## config.mk

```make
export PLATFORM = sky130hd
export DESIGN_NAME = rgb_status_pattern_generator_core
export DESIGN_NICKNAME = d
export VERILOG_FILES = /design/src/rsp_pkg.sv /design/src/rgb_status_pattern_generator_core.sv
export SDC_FILE = /design/constraint.sdc
export NUM_CORES = 2
export LEC_CHECK = 0
export BUFFER_PORTS_ARGS = -buffer_cell sky130_fd_sc_hd__clkbuf_2
export CORE_UTILIZATION = 37
export DETAILED_ROUTE_END_ITERATION = 7
export SLEW_MARGIN = 15
export SYNTH_ARGS = -nofsm -noshare
export SYNTH_HDL_FRONTEND = slang
export SYNTH_SLANG_ARGS = --single-unit
```

## constraint.sdc

```tcl
create_clock -name i_clk -period 12.7 [get_ports i_clk]
set_input_delay 1.27 -clock i_clk [delete_from_list [all_inputs] [get_ports i_clk]]
set_output_delay 1.27 -clock i_clk [all_outputs]
set_load 0.02 [all_outputs]
```

## src/rsp_pkg.sv

```systemverilog
// Shared types and constants for the RGB status pattern generator.
// No dependencies; imported by the core and its checker.
`default_nettype none

package rsp_pkg;

    // Color channel width
    localparam int LEVEL_W = 8;

    typedef logic [LEVEL_W-1:0] t_level;

    // Pattern commands carried by an input beat
    typedef enum logic [3:0] {
        CMD_GPS          = 4'd0,
        CMD_ACC_CAL      = 4'd1,
        CMD_MAG_CAL      = 4'd2,
        CMD_CONFIG       = 4'd3,
        CMD_ESC          = 4'd4,
        CMD_PREARM_INIT  = 4'd5,
        CMD_PREARM_OK    = 4'd6,
        CMD_PREARM_FAIL  = 4'd7,
        CMD_GYRO         = 4'd8
    } t_cmd;

    // Configuration register indexes
    localparam logic [2:0] CFG_FULL_LEVEL   = 3'd0;
    localparam logic [2:0] CFG_GYRO_STEP    = 3'd1;
    localparam logic [2:0] CFG_CONFIG_BLINK = 3'd2;
    localparam logic [2:0] CFG_ESC_STEP     = 3'd3;
    localparam logic [2:0] CFG_GPS_FAIL     = 3'd4;
    localparam logic [2:0] CFG_GPS_BLINK    = 3'd5;

    // Configuration reset values
    localparam t_level      FULL_LEVEL_RST   = t_level'(254);
    localparam logic [15:0] GYRO_STEP_RST    = 16'd250;
    localparam logic [15:0] CONFIG_BLINK_RST = 16'd500;
    localparam logic [15:0] ESC_STEP_RST     = 16'd170;
    localparam logic [15:0] GPS_FAIL_RST     = 16'd350;
    localparam logic [15:0] GPS_BLINK_RST    = 16'd150;

    // Fixed color levels
    localparam t_level LVL_OFF    = t_level'(0);
    localparam t_level LVL_BLUE   = t_level'(220);
    localparam t_level LVL_RED_LO = t_level'(180);
    localparam t_level LVL_YEL_R  = t_level'(190);
    localparam t_level LVL_YEL_G  = t_level'(240);

    // RTH blink: us % 100000 > 50000.
    // 100000 = 32 * 3125, so with h = us >> 5 and m = h % 3125 the test is
    // m > 1562, or m == 1562 and us[4:0] > 16.
    // h / 3125 = (h * RECIP_M) >> RECIP_SHIFT, exact for h < 2^27.
    localparam logic [27:0] RECIP_M     = 28'd175921861;
    localparam int          RECIP_SHIFT = 39;
    localparam logic [11:0] SUB_DIV     = 12'd3125;
    localparam logic [11:0] HALF_HI     = 12'd1562;
    localparam logic [4:0]  HALF_LO     = 5'd16;

    // Satellite count limit when eight or more are tracked
    localparam logic [7:0] BLINK_LIMIT_8 = 8'd16;
    localparam logic [7:0] BLINK_GREEN_MIN = 8'd10;
    localparam logic [7:0] BLINK_HOME    = 8'd6;

    // ESC flasher steps
    localparam logic [2:0] ESC_RED   = 3'd1;
    localparam logic [2:0] ESC_GREEN = 3'd2;
    localparam logic [2:0] ESC_BLUE  = 3'd3;
    localparam logic [2:0] ESC_OFF_A = 3'd4;
    localparam logic [2:0] ESC_OFF_B = 3'd5;
    localparam logic [2:0] ESC_WRAP  = 3'd6;

    // Elapsed-time test with 32-bit wrap
    function automatic logic due(input logic [31:0] now, input logic [31:0] stamp,
                                 input logic [15:0] interval);
        logic [31:0] diff;
        diff = now - stamp;
        return diff >= {16'd0, interval};
    endfunction

endpackage

`default_nettype wire

```

## src/rgb_status_pattern_generator_core.sv

```systemverilog
// RGB status pattern generator: each accepted input beat yields one result beat;
// one beat accepted per cycle, sustained, whenever the output is taken.
// Stages: input register, RTH phase reciprocal multiply, remainder compare, pattern
// state update into the held-color output register. Rate is set by the pattern state
// loop. Synchronous active-low reset clears pipeline valids, pattern state and held
// color, and loads the configuration defaults.
// Depends on rsp_pkg.
`default_nettype none

module rgb_status_pattern_generator_core
    import rsp_pkg::*;
(
    input  wire logic               i_clk,
    input  wire logic               i_rst_n,
    // input channel
    input  wire logic               i_in_valid,
    output logic                    o_in_stall,
    input  wire logic [3:0]         i_command,
    input  wire logic [31:0]        i_now_ms,
    input  wire logic [31:0]        i_now_us,
    input  wire logic               i_gps_bad,
    input  wire logic               i_gps_good,
    input  wire logic               i_gps_eight_plus,
    input  wire logic [5:0]         i_satellites,
    input  wire logic               i_rth_active,
    // output channel
    output logic                    o_out_valid,
    input  wire logic               i_out_stall,
    output logic [LEVEL_W-1:0]      o_red_level,
    output logic [LEVEL_W-1:0]      o_green_level,
    output logic [LEVEL_W-1:0]      o_blue_level,
    // configuration channel
    input  wire logic               i_cfg_valid,
    output logic                    o_cfg_ready,
    input  wire logic [2:0]         i_cfg_index,
    input  wire logic [15:0]        i_cfg_data
);

    // fields carried down the pipe
    typedef struct packed {
        logic [3:0]  cmd;
        logic [31:0] now;
        logic        bad;
        logic        good;
        logic        eight;
        logic [5:0]  sats;
        logic        rth;
    } t_item;

    // ---------------- configuration ----------------
    t_level      r_full_level;
    logic [15:0] r_gyro_step_ms, r_config_blink_ms, r_esc_step_ms;
    logic [15:0] r_gps_fail_ms, r_gps_blink_ms;

    assign o_cfg_ready = 1'b1;

    always_ff @(posedge i_clk) begin
        if (!i_rst_n) begin
            r_full_level      <= FULL_LEVEL_RST;
            r_gyro_step_ms    <= GYRO_STEP_RST;
            r_config_blink_ms <= CONFIG_BLINK_RST;
            r_esc_step_ms     <= ESC_STEP_RST;
            r_gps_fail_ms     <= GPS_FAIL_RST;
            r_gps_blink_ms    <= GPS_BLINK_RST;
        end else if (i_cfg_valid) begin
            if (i_cfg_index == CFG_FULL_LEVEL)   r_full_level      <= i_cfg_data[LEVEL_W-1:0];
            if (i_cfg_index == CFG_GYRO_STEP)    r_gyro_step_ms    <= i_cfg_data;
            if (i_cfg_index == CFG_CONFIG_BLINK) r_config_blink_ms <= i_cfg_data;
            if (i_cfg_index == CFG_ESC_STEP)     r_esc_step_ms     <= i_cfg_data;
            if (i_cfg_index == CFG_GPS_FAIL)     r_gps_fail_ms     <= i_cfg_data;
            if (i_cfg_index == CFG_GPS_BLINK)    r_gps_blink_ms    <= i_cfg_data;
        end
    end

    // ---------------- pipeline flow control ----------------
    logic r_v1, r_v2, r_v3, r_out_valid;
    logic w_en1, w_en2, w_en3, w_out_free;

    assign w_out_free = !r_out_valid || !i_out_stall;
    assign w_en3      = !r_v3 || w_out_free;
    assign w_en2      = !r_v2 || w_en3;
    assign w_en1      = !r_v1 || w_en2;
    assign o_in_stall = !w_en1;

    always_ff @(posedge i_clk) begin
        if (!i_rst_n) begin
            r_v1        <= 1'b0;
            r_v2        <= 1'b0;
            r_v3        <= 1'b0;
            r_out_valid <= 1'b0;
        end else begin
            if (w_en1)      r_v1        <= i_in_valid;
            if (w_en2)      r_v2        <= r_v1;
            if (w_en3)      r_v3        <= r_v2;
            if (w_out_free) r_out_valid <= r_v3;
        end
    end

    // ---------------- stage 1: input register ----------------
    t_item       r_s1;
    logic [31:0] r_s1_us;

    always_ff @(posedge i_clk) begin
        if (w_en1) begin
            r_s1.cmd   <= i_command;
            r_s1.now   <= i_now_ms;
            r_s1.bad   <= i_gps_bad;
            r_s1.good  <= i_gps_good;
            r_s1.eight <= i_gps_eight_plus;
            r_s1.sats  <= i_satellites;
            r_s1.rth   <= i_rth_active;
            r_s1_us    <= i_now_us;
        end
    end

    // ---------------- stage 2: quotient of (us >> 5) / 3125 ----------------
    logic [54:0] w_prod;
    t_item       r_s2;
    logic [15:0] r_s2_q;
    logic [11:0] r_s2_h;
    logic [4:0]  r_s2_lo;

    assign w_prod = {28'd0, r_s1_us[31:5]} * {27'd0, RECIP_M};

    always_ff @(posedge i_clk) begin
        if (w_en2) begin
            r_s2    <= r_s1;
            r_s2_q  <= w_prod[RECIP_SHIFT+15:RECIP_SHIFT];
            r_s2_h  <= r_s1_us[16:5];
            r_s2_lo <= r_s1_us[4:0];
        end
    end

    // ---------------- stage 3: remainder and half-period flag ----------------
    // remainder < 4096, so 12 bits of the difference are enough
    logic [27:0] w_qd;
    logic [11:0] w_rem;
    logic        w_half;
    t_item       r_s3;
    logic        r_s3_half;

    assign w_qd   = {12'd0, r_s2_q} * {16'd0, SUB_DIV};
    assign w_rem  = r_s2_h - w_qd[11:0];
    assign w_half = (w_rem > HALF_HI) || ((w_rem == HALF_HI) && (r_s2_lo > HALF_LO));

    always_ff @(posedge i_clk) begin
        if (w_en3) begin
            r_s3      <= r_s2;
            r_s3_half <= w_half;
        end
    end

    // ---------------- stage 4: pattern state and held color ----------------
    t_level      r_red, r_green, r_blue;
    logic [1:0]  r_gyro_phase;
    logic [31:0] r_gyro_stamp;
    logic        r_config_on;
    logic [31:0] r_config_stamp;
    logic [2:0]  r_esc_step;
    logic [31:0] r_esc_stamp;
    logic        r_fail_on;
    logic [31:0] r_fail_stamp;
    logic [7:0]  r_blink_count;
    logic [31:0] r_blink_stamp;

    t_level      n_red, n_green, n_blue;
    logic [1:0]  n_gyro_phase;
    logic [31:0] n_gyro_stamp;
    logic        n_config_on;
    logic [31:0] n_config_stamp;
    logic [2:0]  n_esc_step;
    logic [31:0] n_esc_stamp;
    logic        n_fail_on;
    logic [31:0] n_fail_stamp;
    logic [7:0]  n_blink_count;
    logic [31:0] n_blink_stamp;

    always_comb begin
        logic [31:0] now;
        logic [7:0]  old_cnt;
        logic [7:0]  inc_cnt;
        logic        wrap;

        n_red          = r_red;
        n_green        = r_green;
        n_blue         = r_blue;
        n_gyro_phase   = r_gyro_phase;
        n_gyro_stamp   = r_gyro_stamp;
        n_config_on    = r_config_on;
        n_config_stamp = r_config_stamp;
        n_esc_step     = r_esc_step;
        n_esc_stamp    = r_esc_stamp;
        n_fail_on      = r_fail_on;
        n_fail_stamp   = r_fail_stamp;
        n_blink_count  = r_blink_count;
        n_blink_stamp  = r_blink_stamp;

        now     = r_s3.now;
        old_cnt = r_blink_count;
        inc_cnt = r_blink_count + 8'd1;
        wrap    = r_s3.eight ? (old_cnt > BLINK_LIMIT_8)
                             : (old_cnt > {1'b0, r_s3.sats, 1'b0});

        unique case (r_s3.cmd)
            CMD_GPS: begin
                if (r_s3.bad) begin
                    // fail blink: toggle red
                    if (due(now, r_fail_stamp, r_gps_fail_ms)) begin
                        n_fail_on    = !r_fail_on;
                        n_fail_stamp = now;
                    end
                    n_red   = n_fail_on ? r_full_level : LVL_OFF;
                    n_green = LVL_OFF;
                    n_blue  = LVL_OFF;
                end else if (r_s3.rth) begin
                    // RTH: blue during second half of each 100 ms
                    n_red   = LVL_OFF;
                    n_green = LVL_OFF;
                    n_blue  = r_s3_half ? r_full_level : LVL_OFF;
                end else if (!due(now, r_blink_stamp, r_gps_blink_ms)) begin
                    n_red   = LVL_OFF;
                    n_green = LVL_OFF;
                    n_blue  = LVL_OFF;
                end else begin
                    // satellite count flashes
                    if (r_s3.good) begin
                        n_blink_count = wrap ? 8'd0 : inc_cnt;
                        if (n_blink_count >= BLINK_GREEN_MIN && !n_blink_count[0]) begin
                            n_red   = LVL_OFF;
                            n_green = r_full_level;
                            n_blue  = LVL_OFF;
                        end
                        if (n_blink_count == BLINK_HOME) begin
                            n_red   = LVL_OFF;
                            n_green = LVL_OFF;
                            n_blue  = r_full_level;
                        end
                    end else begin
                        n_blink_count = 8'd0;
                    end
                    n_blink_stamp = now;
                end
            end
            CMD_ACC_CAL: begin
                n_red   = LVL_OFF;
                n_green = r_full_level;
                n_blue  = LVL_BLUE;
            end
            CMD_MAG_CAL: begin
                n_red   = LVL_RED_LO;
                n_green = LVL_OFF;
                n_blue  = LVL_BLUE;
            end
            CMD_CONFIG: begin
                if (due(now, r_config_stamp, r_config_blink_ms)) begin
                    n_config_on    = !r_config_on;
                    n_config_stamp = now;
                end
                n_red   = n_config_on ? LVL_YEL_R : LVL_OFF;
                n_green = n_config_on ? LVL_YEL_G : LVL_OFF;
                n_blue  = LVL_OFF;
            end
            CMD_ESC: begin
                if (due(now, r_esc_stamp, r_esc_step_ms)) begin
                    n_esc_step  = r_esc_step + 3'd1;
                    n_esc_stamp = now;
                end
                // step zero and seven keep the color; six wraps back to one
                unique case (n_esc_step)
                    ESC_RED: begin
                        n_red = r_full_level; n_green = LVL_OFF; n_blue = LVL_OFF;
                    end
                    ESC_GREEN: begin
                        n_red = LVL_OFF; n_green = r_full_level; n_blue = LVL_OFF;
                    end
                    ESC_BLUE: begin
                        n_red = LVL_OFF; n_green = LVL_OFF; n_blue = r_full_level;
                    end
                    ESC_OFF_A, ESC_OFF_B: begin
                        n_red = LVL_OFF; n_green = LVL_OFF; n_blue = LVL_OFF;
                    end
                    ESC_WRAP: n_esc_step = ESC_RED;
                    default: ;
                endcase
            end
            CMD_PREARM_INIT: begin
                n_red = LVL_OFF; n_green = LVL_OFF; n_blue = r_full_level;
            end
            CMD_PREARM_OK: begin
                n_red = LVL_OFF; n_green = r_full_level; n_blue = LVL_OFF;
            end
            CMD_PREARM_FAIL: begin
                n_red = r_full_level; n_green = LVL_OFF; n_blue = LVL_OFF;
            end
            CMD_GYRO: begin
                if (due(now, r_gyro_stamp, r_gyro_step_ms)) begin
                    n_gyro_phase = r_gyro_phase + 2'd1;
                    n_gyro_stamp = now;
                end
                if (n_gyro_phase == 2'd0) begin
                    n_red = LVL_YEL_R; n_green = LVL_YEL_G; n_blue = LVL_OFF;
                end else if (n_gyro_phase == 2'd1) begin
                    n_red = LVL_RED_LO; n_green = LVL_OFF; n_blue = LVL_BLUE;
                end else begin
                    n_gyro_phase = 2'd0;
                end
            end
            default: ;  // unknown command: color held
        endcase
    end

    always_ff @(posedge i_clk) begin
        if (!i_rst_n) begin
            r_red          <= LVL_OFF;
            r_green        <= LVL_OFF;
            r_blue         <= LVL_OFF;
            r_gyro_phase   <= 2'd0;
            r_gyro_stamp   <= 32'd0;
            r_config_on    <= 1'b1;
            r_config_stamp <= 32'd0;
            r_esc_step     <= 3'd0;
            r_esc_stamp    <= 32'd0;
            r_fail_on      <= 1'b0;
            r_fail_stamp   <= 32'd0;
            r_blink_count  <= 8'd0;
            r_blink_stamp  <= 32'd0;
        end else if (r_v3 && w_out_free) begin
            r_red          <= n_red;
            r_green        <= n_green;
            r_blue         <= n_blue;
            r_gyro_phase   <= n_gyro_phase;
            r_gyro_stamp   <= n_gyro_stamp;
            r_config_on    <= n_config_on;
            r_config_stamp <= n_config_stamp;
            r_esc_step     <= n_esc_step;
            r_esc_stamp    <= n_esc_stamp;
            r_fail_on      <= n_fail_on;
            r_fail_stamp   <= n_fail_stamp;
            r_blink_count  <= n_blink_count;
            r_blink_stamp  <= n_blink_stamp;
        end
    end

    // held color is the result register
    assign o_out_valid   = r_out_valid;
    assign o_red_level   = r_red;
    assign o_green_level = r_green;
    assign o_blue_level  = r_blue;

endmodule

`default_nettype wire

```

# Yosys cells after proc, flatten, opt, wreduce, memory -nomap -nowiden
# Index checks and enable logic that the tools add are counted.
[word_totals] inputBits=102 regBits=495 word_cells=197 output_inout_bits=27
[op_classes] magnitude_cmp=10 n_addsub=9 n_reduce_logical=49 eq_ne=28 n_mux=48 bitwise=2 mul=2
[ops] operator="8-bit two-way mux" count=29
[ops] operator="32-bit by 16-bit >= comparator with 1-bit output" count=5
[ops] operator="32-bit subtractor" count=5
[ops] operator="8-bit one-hot mux with 6 select lines" count=2
[ops] operator="8-bit one-hot mux with 7 select lines" count=1
[ops] operator="27-bit by 28-bit multiplier with 55-bit output, second input constant" count=1
[ops] operator="8-bit one-hot mux with 2 select lines" count=3
[ops] operator="2-bit AND reduction" count=9
[ops] operator="6-bit AND reduction" count=3
[ops] operator="4-bit by 3-bit == test with 1-bit output, second input constant" count=4
[ops] operator="16-bit by 12-bit multiplier with 12-bit output, second input constant" count=1
[ops] operator="3-bit == test, second input constant" count=5
[ops] operator="12-bit by 11-bit == test with 1-bit output, second input constant" count=1
[ops] operator="3-bit by 2-bit == test with 1-bit output, second input constant" count=4
[ops] operator="12-bit by 11-bit greater-than comparator with 1-bit output, second input constant" count=1
[ops] operator="3-bit AND reduction" count=4
[ops] operator="6-bit nonzero test" count=2
[ops] operator="4-bit OR reduction" count=3
[ops] operator="12-bit subtractor" count=1
[ops] operator="1-bit logical NOT" count=9
[ops] operator="3-bit two-way mux" count=3
[ops] operator="3-bit by 2-bit != test with 1-bit output, second input constant" count=3
[ops] operator="3-bit OR reduction" count=3
[ops] operator="8-bit by 1-bit adder with 8-bit output, second input constant" count=1
[ops] operator="27 further kinds" count=45

# Depth between registers and ports, before layout
[depth] ltp_word=12 mapped_depth=26 depth_no_buf=26

# Worst setup path after synthesis
# Ideal clock, no wire load.
[synth_timing] path_type="reg2reg" startpoint="register r_s1_us[24]" endpoint="register r_s2_q[8], data pin" required_time_ns=12.442 setup_time_ns=0.258 path_buffers=0 synth_period_minus_slack_ns=6.773 t_arrival_ns=6.515 stages_incl_launch_ff=23 slack_ns=5.927 path_cell_list="edfxtp_1 > ha_1 > fa_1 > inv_1 > fa_1 > inv_1 > fa_1 > fa_1 > fa_1 > inv_1 > fa_1 > inv_1 > ha_1 > a21o_1 > or3_1 > nor3b_1 > nand3_1 > a221oi_1 > o21bai_1 > a311oi_1 > nor2b_1 > nor2_1 > xnor2_1"
[synth_between] elab_chain_len=1
[synth_lines] element="from (decl)" line="rgb_status_pattern_generator_core.sv:101" text="logic [31:0] r_s1_us;"
[synth_lines] element="from (signal assigned)" line="rgb_status_pattern_generator_core.sv:112" text="r_s1_us <= i_now_us;"
[synth_lines] element="27-bit by 28-bit multiplier with 55-bit output" line="rgb_status_pattern_generator_core.sv:123" text="assign w_prod = {28'd0, r_s1_us[31:5]} * {27'd0, RECIP_M};"
[synth_lines] element="named net w_prod[47]" line="rgb_status_pattern_generator_core.sv:117" text="logic [54:0] w_prod;"
[synth_lines] element="to (signal assigned)" line="rgb_status_pattern_generator_core.sv:128" text="r_s2_q <= w_prod[RECIP_SHIFT+15:RECIP_SHIFT];"
[synth_lines] element="to (decl)" line="rgb_status_pattern_generator_core.sv:119" text="logic [15:0] r_s2_q;"
# The timed path passes the listed nets, and every way through them passes these cells.
# A chain may end at the register's enable or synchronous reset.

# Worst setup path after layout
[layout_timing] startpoint="register r_s1_us[12]" endpoint="register r_s2_q[8], data pin"
# The elaborated chain is that of the path after synthesis.

==> qor.csv <==
stage,metric,value,unit
worst_setup_path,crit_chain,"inv_1, ha_1, inv_1, fa_1, fa_1, ha_1, inv_1, fa_1, inv_1, fa_1, fa_1, ha_1, a21oi_1, nand2_1, a211o_1, a311oi_1, or3_1, nand3_1, a221oi_1, o21bai_1, a311oi_1, nor2b_1, nor2_1, xnor2_1",
layout,area_growth_syn_to_layout,10.9,%
yosys,synth_top_area_share,16.2,%
clock_tree,root_buffer,clkbuf_16,
clock_tree,cts_made_buffers,61,
yosys,yosys_warnings,0,
sta,rsz0062_at_grt,no,
placement,place_hpwl,93000,um
floorplan,die-width,341,um
grt,grt_max_degree,120,
routing,vias,32200,
yosys,ys_seq_elements,491,
worst_setup_path,crit_fanout,9,
yosys,avgSynthCellArea,9.26,um^2
sta,finalHoldViolations,0,
layout,layout_commonest_cell,inv_1,
worst_setup_path,criticalPathCategory,reg2reg,
grt,grt_overflow,0,
yosys,synth-edff-count,200,
yosys,synth_nets,5545,
sta,setup_viol,0,
layout,final-instance-count-excl-fill,6270,
layout,final_cell_area,0.0472,mm^2
routing,vias_per_cell,5.13,
sta,fin_skew,0.0565,ns
power_and_ir_drop,powerDensity,261,mW/mm^2
sta,worst_pin_slew,0.940,ns
floorplan,fp.dieArea,0.116,mm^2
min_path,min_path_type,reg2reg,
worst_setup_path,cp.arrival,8.16,ns
floorplan,core_region_area,0.114,mm^2
clock_tree,clkSlewWorstSetupHoldPaths,0.06,ns
power_and_ir_drop,vdd_drop_max,0.647,mV
status,outcome,"finished, final reports clean",
floorplan,start_util,37.3,%
routing,drt_iter0_markers,1866,
clock_tree,clkLatencyLatePin,0.69,ns
floorplan,chipHeight,341,um
worst_setup_path,crit_path_top_delay_cell,edfxtp_1,
layout,fillers,11300,
clock_tree,tritoncts,yes,
routing,totalWireLength,118000,um
sta,post-route-period-util,60.7,%
worst_setup_path,crit_family,adder cells,
clock_tree,cts_buffer_depth,3,
worst_setup_path,critical_path_buf_inv_count,4,
worst_setup_path,crit_top_cell,fa_1,
worst_setup_path,crit_path_end_kind,flip-flop,
yosys,synth_top_area_cell,ha_1,
layout,final_cell_mix,"inv_1 (778), ha_1 (552), nand2_1 (377)",
placement,port-buffer-count,127,
job,drv_cap,0,
clock_tree,ctsHtreeMaxLevel,2,
placement,gp_congestion,0.927,
worst_setup_path,startpoint_type,flip-flop,
yosys,synthFlopType,dfxtp_1,
sta,maxSlewViolCount,0,
sta,relSlewSlack,37.3,%
grt,antenna_found_initial,0,
sta,min_period,7.71,ns
yosys,synth_cell_types,95,
placement,placed_cells,6153,
grt,grt_pass1_wl,184000,um
worst_setup_path,cp.required,13.15,ns
layout,drive_above_1_share,6.77,%
placement,place_area,0.0450,mm^2
clock_tree,hold_buffers,0,
yosys,synth_seq_area_share,27.8,%
power_and_ir_drop,p_leak,0.0203,uW
yosys,synth_area,0.0426,mm^2
layout,nets,5653,
clock_tree,postCtsSetupBuffers,0,
routing,wl_per_cell,18.9,um
routing,antenna_left,0,
routing,drc_errors,0,
floorplan,io-pin-count,129,
grt,globalRouteTotalUtil,20.2,%
routing,first_pass_iters,7,
clock_tree,cts_resized,0,
sta,tns,0,ns
yosys,synthArstFlopShare,0,%
worst_setup_path,cpPeakStageDelay,0.62,ns
clock_tree,clkSinkCount,491,
yosys,syn_inst,4596,
grt,first_global_vias,31800,
floorplan,row_count,124,
sta,timing.fmax,0.130,GHz
yosys,synth_area_leaders,"ha_1 (16%), edfxtp_1 (14%), fa_1 (14%)",
-- where the power goes --
part           internal (uW)  switching (uW)
clock network           1140             754
registers               1830            67.9
logic                   3720            4810
-- cell type report --
class / instances / area (um^2) / area share [%]
clock buffers: 81 / 1720 / 3.65
multi-input cells: 3197 / 27400 / 57.9
clock inverters: 35 / 490 / 1.04
well taps: 1512 / 1890 / 4.01
diodes: 1 / 2.50 / 0.00530
repair buffers: 174 / 995 / 2.11
inverters: 779 / 2920 / 6.19
flip-flops and latches: 491 / 11800 / 25.1
-- final timing paths --
| kind | from | to | slack (ns) | cells after the start |
|---|---|---|---|---|
| max | r_s1_us[12] | r_s2_q[8] | 4.99 | 24 |
| min | r_s2[7] | r_s3[7] | 0.41 | 0 |
| max reg2reg | r_s1_us[12] | r_s2_q[8] | 4.99 | 24 |
| min reg2reg | r_s2[7] | r_s3[7] | 0.41 | 0 |
-- synth_stat cells, types with 10 or more instances --
library cell  count
dfxtp_1         291
o211ai_1         61
ha_1            552
nand4_1          40
o21ai_0         179
and4_1           17
xnor2_1          90
a21oi_1         254
o31ai_1          10
nor3b_1          12
fa_1            295
nor4_1           11
o21a_1           47
a2111oi_0        12
xor2_1           50
nor2b_1         167
a211oi_1         35
and3_1           32
or3_1            16
nand3b_1         11
a211o_1          13
o2111ai_1        10
nand3_1          75
mux2i_1         118
o22ai_1          10
o21ai_1          20
buf_2            12
nand2_1         378
clkbuf_1        111
nor3_1           46
a31oi_1          32
and2_1           30
edfxtp_1        200
a21o_1           81
nor2_1          172
o21bai_1         21
nand2b_1         40
a21boi_0         97
inv_1           779
or2_2            16
-- logic make-up after synthesis --
logic type,Yosys count,synth area share (%)
AOI/OAI and AO/OA,993,15.4
xor gates and xnor gates,140,2.88
buffers and inverters,908,8.10
and+or+nand+nor,1095,12.9
muxes,120,2.83
other,1,0.00881
adders and majority gates,848,30.1
DFF,491,27.8
-- metrics by stage --
step	setup WS (ns)	util, %	total power [uW]	hold slack [ns]
6_report	4.99	41.3	12300	0.409
5_1_grt	4.48	41.3	13500	0.421
4_1_cts	4.96	41.3	12400	0.412
3_5_place_dp	4.94	39.4	10400	0.405
3_3_place_gp	5.00	39.4	10300	0.402
2_1_floorplan	5.93	-	8280	0.400
-- sequential cells by signal, summed over array words and instances (netlist names), 32 cells and up --
register,flops
r_blink_stamp,32
r_s1_us,32
r_esc_stamp,32
r_s1,46
r_fail_stamp,32
r_config_stamp,32
r_s2,46
r_s3,46
r_gyro_stamp,32
-- per-layer routing --
metal	vias to the layer above	GRT usage, %	routed length [um]
met5	-	0	0
met4	0	6.30	3800
met3	165	2.77	4910
met2	588	35.2	57200
met1	15500	25.8	52300
li1	15900	-	-
(Power assumes the default switching activity.)
